File: src/hdl/mbph_pkg.sv
`timescale 1ns / 1ps
`default_nettype none
// ----------------------------------------------------------------------------
// mbph_pkg
// Shared constants and types for the level meter ballistics and peak hold.
// ----------------------------------------------------------------------------
package mbph_pkg;

  // default datapath sizes
  localparam int LEVEL_WIDTH         = 24;
  localparam int COEFF_FRACTION_BITS = 16;
  localparam int HOLD_WIDTH          = 16;

  // configuration port
  localparam int PADDR_WIDTH = 4;
  localparam int PDATA_WIDTH = 32;

  typedef enum logic [1:0] {
    REG_ATTACK  = 2'd0,
    REG_RELEASE = 2'd1,
    REG_FALL    = 2'd2,
    REG_HOLD    = 2'd3
  } reg_idx_t;

  // register reset values, cut to the coefficient width where used
  localparam logic [31:0]           RELEASE_RESET = 32'd3277;
  localparam logic [31:0]           FALL_RESET    = 32'd64880;
  localparam logic [HOLD_WIDTH-1:0] HOLD_RESET    = 16'd30;

endpackage
`default_nettype wire

File: src/hdl/mbph_regs.sv
`timescale 1ns / 1ps
`default_nettype none
// ----------------------------------------------------------------------------
// mbph_regs
// APB register file holding the ballistics coefficients and hold length.
// ----------------------------------------------------------------------------
module mbph_regs #(
  parameter int COEFF_FRACTION_BITS = mbph_pkg::COEFF_FRACTION_BITS
) (
  input  logic                                clk,
  input  logic                                rst,
  input  logic                                psel,
  input  logic                                penable,
  input  logic                                pwrite,
  input  logic [mbph_pkg::PADDR_WIDTH-1:0]    paddr,
  input  logic [mbph_pkg::PDATA_WIDTH-1:0]    pwdata,
  output logic [mbph_pkg::PDATA_WIDTH-1:0]    prdata,
  output logic                                pready,
  output logic [COEFF_FRACTION_BITS:0]        attack_coef,
  output logic [COEFF_FRACTION_BITS:0]        release_coef,
  output logic [COEFF_FRACTION_BITS:0]        fall_factor,
  output logic [mbph_pkg::HOLD_WIDTH-1:0]     hold_updates
);

  localparam int CW = COEFF_FRACTION_BITS + 1;
  localparam logic [CW-1:0] COEF_ONE = {1'b1, {COEFF_FRACTION_BITS{1'b0}}};

  mbph_pkg::reg_idx_t idx;
  logic               wr_en;

  // word address, byte offset ignored
  assign idx    = mbph_pkg::reg_idx_t'(paddr[3:2]);
  assign wr_en  = psel && penable && pwrite && pready;
  assign pready = 1'b1;

  always_ff @(posedge clk) begin
    if (rst) begin
      attack_coef  <= COEF_ONE;
      release_coef <= mbph_pkg::RELEASE_RESET[CW-1:0];
      fall_factor  <= mbph_pkg::FALL_RESET[CW-1:0];
      hold_updates <= mbph_pkg::HOLD_RESET;
    end else if (wr_en) begin
      unique case (idx)
        mbph_pkg::REG_ATTACK:  attack_coef  <= pwdata[CW-1:0];
        mbph_pkg::REG_RELEASE: release_coef <= pwdata[CW-1:0];
        mbph_pkg::REG_FALL:    fall_factor  <= pwdata[CW-1:0];
        mbph_pkg::REG_HOLD:    hold_updates <= pwdata[mbph_pkg::HOLD_WIDTH-1:0];
        default: ;
      endcase
    end
  end

  always_comb begin
    unique case (idx)
      mbph_pkg::REG_ATTACK:  prdata = mbph_pkg::PDATA_WIDTH'(attack_coef);
      mbph_pkg::REG_RELEASE: prdata = mbph_pkg::PDATA_WIDTH'(release_coef);
      mbph_pkg::REG_FALL:    prdata = mbph_pkg::PDATA_WIDTH'(fall_factor);
      mbph_pkg::REG_HOLD:    prdata = mbph_pkg::PDATA_WIDTH'(hold_updates);
      default:               prdata = '0;
    endcase
  end

endmodule
`default_nettype wire

File: config.mk
export PLATFORM = sky130hd
export DESIGN_NAME = mbph_regs
export DESIGN_NICKNAME = d
export VERILOG_FILES = /design/src/hdl/mbph_pkg.sv /design/src/hdl/mbph_regs.sv
export SDC_FILE = /design/constraint.sdc
export NUM_CORES = 1
export LEC_CHECK = 0
export BUFFER_PORTS_ARGS = -buffer_cell sky130_fd_sc_hd__buf_2
export CAP_MARGIN = 20
export CELL_PAD_IN_SITES_DETAIL_PLACEMENT = 1
export CELL_PAD_IN_SITES_GLOBAL_PLACEMENT = 2
export CORE_MARGIN = 10
export CORE_UTILIZATION = 29
export CTS_BUF_LIST = sky130_fd_sc_hd__clkbuf_8
export DETAILED_ROUTE_END_ITERATION = 10
export PLACE_DENSITY = 0.91
export SLEW_MARGIN = 5
export SYNTH_ARGS = -nofsm -noshare
export SYNTH_HDL_FRONTEND = slang
export SYNTH_SLANG_ARGS = --single-unit
export TNS_END_PERCENT = 1
File: constraint.sdc
create_clock -name clk -period 1.4 [get_ports clk]
set_input_delay 0.28 -clock clk [delete_from_list [all_inputs] [get_ports clk]]
set_output_delay 0.28 -clock clk [all_outputs]
set_load 0.1 [all_outputs]
After elaboration in Yosys (flattened, before gate mapping)
Cells that the tools add are included.
{"block": "totals", "register_bits": 67, "inputBits": 41, "elab_cells": 15, "out_inout_bits": 100}
{"block": "classes", "n_mux": 1, "n_eq_ne": 3, "reduce_logical": 7}
{"cell": "$pmux 32 s4", "n": 1}
{"cell": "$reduce_and 2->1", "n": 4}
{"cell": "$eq 2x2->1 const B", "n": 2}
{"cell": "$eq 2x1->1 const B", "n": 1}
{"cell": "$logic_and 1x1->1", "n": 2}
{"cell": "$logic_not 2->1", "n": 1}

Longest topological paths before layout
{"block": "logic_depth", "depth_word": 3, "mapped_depth": 5, "depth_no_buf": 3}

Worst setup path before layout
No wires, ideal clock.
{"block": "synth_timing", "kind": "reg-to-output", "startpoint": "register release_coef[16]", "endpoint": "output prdata[16] (netlist bit)", "slack_ns": -2.125, "t_arrival_ns": 3.245, "required_ns": 1.120, "path_stages_with_launch": 3, "cell_sequence": "dfxtp_1 > mux2i_1 > o21ai_0"}
{"block": "synth_between", "elab_chain_cells": 1}
{"element": "from (decl)", "line": "mbph_regs.sv:20", "source": "output logic [COEFF_FRACTION_BITS:0] release_coef,"}
{"element": "from (signal assigned)", "line": "mbph_regs.sv:39", "source": "release_coef <= mbph_pkg::RELEASE_RESET[CW-1:0];"}
{"element": "from (signal assigned)", "line": "mbph_regs.sv:45", "source": "mbph_pkg::REG_RELEASE: release_coef <= pwdata[CW-1:0];"}
{"element": "$pmux 32 s4", "line": "mbph_regs.sv:54", "source": "unique case (idx)"}
{"element": "to (decl)", "line": "mbph_regs.sv:17", "source": "output logic [mbph_pkg::PDATA_WIDTH-1:0] prdata,"}
Every way passes these cells. The select of a mux whose other input is x is not followed.

Worst setup path in the final report
{"block": "layout_timing", "startpoint": "register hold_updates[5] (netlist bit)", "endpoint": "output prdata[5] (netlist bit)"}
{"block": "layout_between", "elab_chain_cells": 1}
{"element": "from (decl)", "line": "mbph_regs.sv:22", "source": "output logic [mbph_pkg::HOLD_WIDTH-1:0] hold_updates"}
{"element": "from (signal assigned)", "line": "mbph_regs.sv:41", "source": "hold_updates <= mbph_pkg::HOLD_RESET;"}
{"element": "from (signal assigned)", "line": "mbph_regs.sv:47", "source": "mbph_pkg::REG_HOLD: hold_updates <= pwdata[mbph_pkg::HOLD_WIDTH-1:0];"}
{"element": "$pmux 32 s4", "line": "mbph_regs.sv:54"}
Every way passes these cells. The select of a mux whose other input is x is not followed.

==> metrics.yaml <==
netlist.top_cell.by_area: "dfxtp_1"
p_leak_nw: 2.18
yosys_warnings: 0
critical_path_arrival_ps: 1390
ff2ff_setup_slack_ps: 640
pre_cts_slack_ps: -300
cts_made_buffers: 9
cts_setup_buffers: 0
p_total_mw: 4.33
hp-class: "primary input to flip-flop"
multi_input_area_um2: 1770
synth_common_cells: "mux2i_1 (68), dfxtp_1 (67), nand2b_1 (62), nor2_1 (38), buf_4 (21)"
worstSetupEndpoint: "prdata[5]"
p_per_area_nw_per_um2: 871
grtUsageTotal: 0.128
netlist_instances: 304
layout-drive-gt1-share: 0.561
finalMaxSlewViolations: 0
place.gp.congestion: 0.739
vias_per_cell: 4.57
final_util: 0.454
power.switching_mw: 1.58
critPathMaxFanout: 2
worstPathRequired_ps: 1120
antenna_found_initial: 0
fmax_ghz: 0.599
max-cap-violations: 0
stdcell_count: 575
fin_skew_ps: 0
die_width_um: 126
drtIter0Drc: 89
r2r-end: "hold_updates[1]"
die-area_um2: 15900
async_flop_share: 0
path_clk_slew_ps: 70
p_int_mw: 2.75
hold_viol: 0
rsz0062_at_grt: "true"
fillers: 1200
pwr-share-seq: 0.425
power_frac_clock: 0.305
layout_setup_ws_ps: -269
grt_most_used_layer: "met2"
use_met2: 0.227
synth_top_area_frac: 0.409
yosys-top-cells-area: "dfxtp_1 (41%), mux2i_1 (21%), nand2b_1 (12%)"
cp-startpoint: "hold_updates[5]"
initial_utilization: 0.300
met3_usage: 0.0478
grt.overflow.total: 0
grt_pass1_vias: 2974
swShare: 0.365
routedWlPerCell_um: 18.0
end_kind: "primary output"
n_antenna_cell: 0
layout.area.seq_um2: 1590
mappedNetlistArea_um2: 3280
port_buffers: 107
clockBufferDepth: 2
period_share: 1.19
dp_hpwl_um: 8060
setup_violations: 17
grt_util_met1: 0.141
antenna_left: 0
fin_crit_ps: 1670
drc: 0
postSynthAreaPerCell_um2: 10.8
synth_ff_type: "dfxtp_1"
ys_ff_latch: 67
dpl-instance-area_um2: 4530
first_pass_iters: 4
drt-total-wl_um: 10300
cts_root_buf: "clkbuf_8"
dp.cells: 560
layout.nets: 472
numClockSinks: 67
status: "complete, but fails checks"
ios: 141
cts_tree: "built"
synth_edf_count: 0
ir_drop_mv: 0.457
finalInstanceArea_um2: 4970
synth.most_common_cell: "mux2i_1"
clock_latency_ps: 330
area_growth_pct: 51.7
worstSetupStartpointType: "flip-flop"
crit_type: "flip-flop to primary output"
violations: "negative setup slack"
die_h_um: 126
grt_max_degree: 50
ctsHtreeMaxLevel: 3
fp-row-count: 38
p_comb_frac: 0.270
grt_pass1_wl_um: 16400
r2r_cells: 3
dr_total_vias: 2627
core_um2: 10900
ys_seq_area_frac: 0.409
netlist-cell-type-count: 21
reg2reg_from: "hold_updates[1]"
-- what timing repair did --
action,CTS,global route
hold buffers,0,0
resized for setup,102,3
endpoints found under the setup margin,79,17
cloned,0,0
pin swaps,1,0
-- sequential cells by signal (all words and copies together) (netlist names) --
register / count
hold_updates: 16
release_coef: 17
attack_coef: 17
fall_factor: 17
-- worst min path at each step --
stage                     depth (start not counted)            start         endpoint  slack (ps)
after floorplan                                   2       pwdata[10]  attack_coef[10]         450
after global placement                            2  fall_factor[16]  fall_factor[16]         480
after detailed placement                          2   attack_coef[2]   attack_coef[2]         490
after CTS                                         3       pwdata[14]  fall_factor[14]         200
after global routing                              3        pwdata[3]   fall_factor[3]         220
final                                             3       pwdata[15]  fall_factor[15]         220
-- layout make-up --
type                    instances  area share
multi-input cells             213       0.357
clock inverters                 6     0.00504
clock buffers                   9      0.0249
flip-flops and latches         67       0.320
repair buffers                140       0.258
well taps                     140      0.0352
-- power by group through the flow --
stage | clock (mW) | sequential (mW) | combinational (mW)
floorplan | 0 | 2.06 | 0.723
global placement | 0 | 1.88 | 1.08
detailed placement | 0 | 1.88 | 1.10
CTS | 1.37 | 1.84 | 1.17
global route | 1.47 | 1.84 | 1.22
finish | 1.32 | 1.84 | 1.17
-- per-layer routing --
| layer | vias up | wire, um | part of all wire |
|---|---|---|---|
| li1 | 1259 | - | - |
| met5 | - | 0 | 0 |
| met2 | 78 | 5310 | 0.51 |
| met3 | 4 | 682 | 0.066 |
| met4 | 0 | 48 | 0.0046 |
| met1 | 1286 | 4290 | 0.42 |
-- metrics by stage --
| stage | hold slack, ps | setup TNS (ps) |
|---|---|---|
| floorplan | 445 | -1560 |
| global placement | 478 | -10050 |
| detailed placement | 487 | -13660 |
| CTS | 199 | -4290 |
| global route | 217 | -4670 |
| finish | 220 | -3870 |
-- critical path, cell delays in order (launching register included) --
cell     delay (ps)
dfxtp_4         340
mux4_2          510
buf_8           200
-- placed cells by master (no fill, tap or decap) --
| cell type | n |
|---|---|
| o21ai_4 | 1 |
| clkinv_2 | 2 |
| nand3b_1 | 1 |
| conb_1 | 16 |
| buf_2 | 22 |
| or3_4 | 1 |
| mux4_2 | 16 |
| nor3b_2 | 1 |
| clkbuf_8 | 9 |
| buf_8 | 5 |
| buf_12 | 16 |
| and3_1 | 2 |
| and2_1 | 1 |
| nand2_2 | 2 |
| nand3_2 | 2 |
| inv_1 | 1 |
| nand2b_1 | 62 |
| clkinv_1 | 3 |
| mux2i_4 | 1 |
| dfxtp_4 | 66 |
| nor2_1 | 38 |
| dfxtp_2 | 1 |
| nor2b_4 | 1 |
| buf_6 | 13 |
| mux2i_1 | 67 |
| nor3_4 | 1 |
| buf_4 | 84 |
-- logic make-up (layout without fill, tap and decap cells) --
| family | count (synthesis) | after routing | synth area share |
|---|---|---|---|
| muxes | 84 | 84 | 0.318 |
| AOI/OAI and AO/OA | 1 | 1 | 0.00153 |
| other | 2 | 16 | 0.00229 |
| DFF | 67 | 67 | 0.409 |
| and+or+nand+nor | 112 | 112 | 0.192 |
| buffers and inverters | 38 | 155 | 0.0772 |
Power figures use the tool's default switching activity.
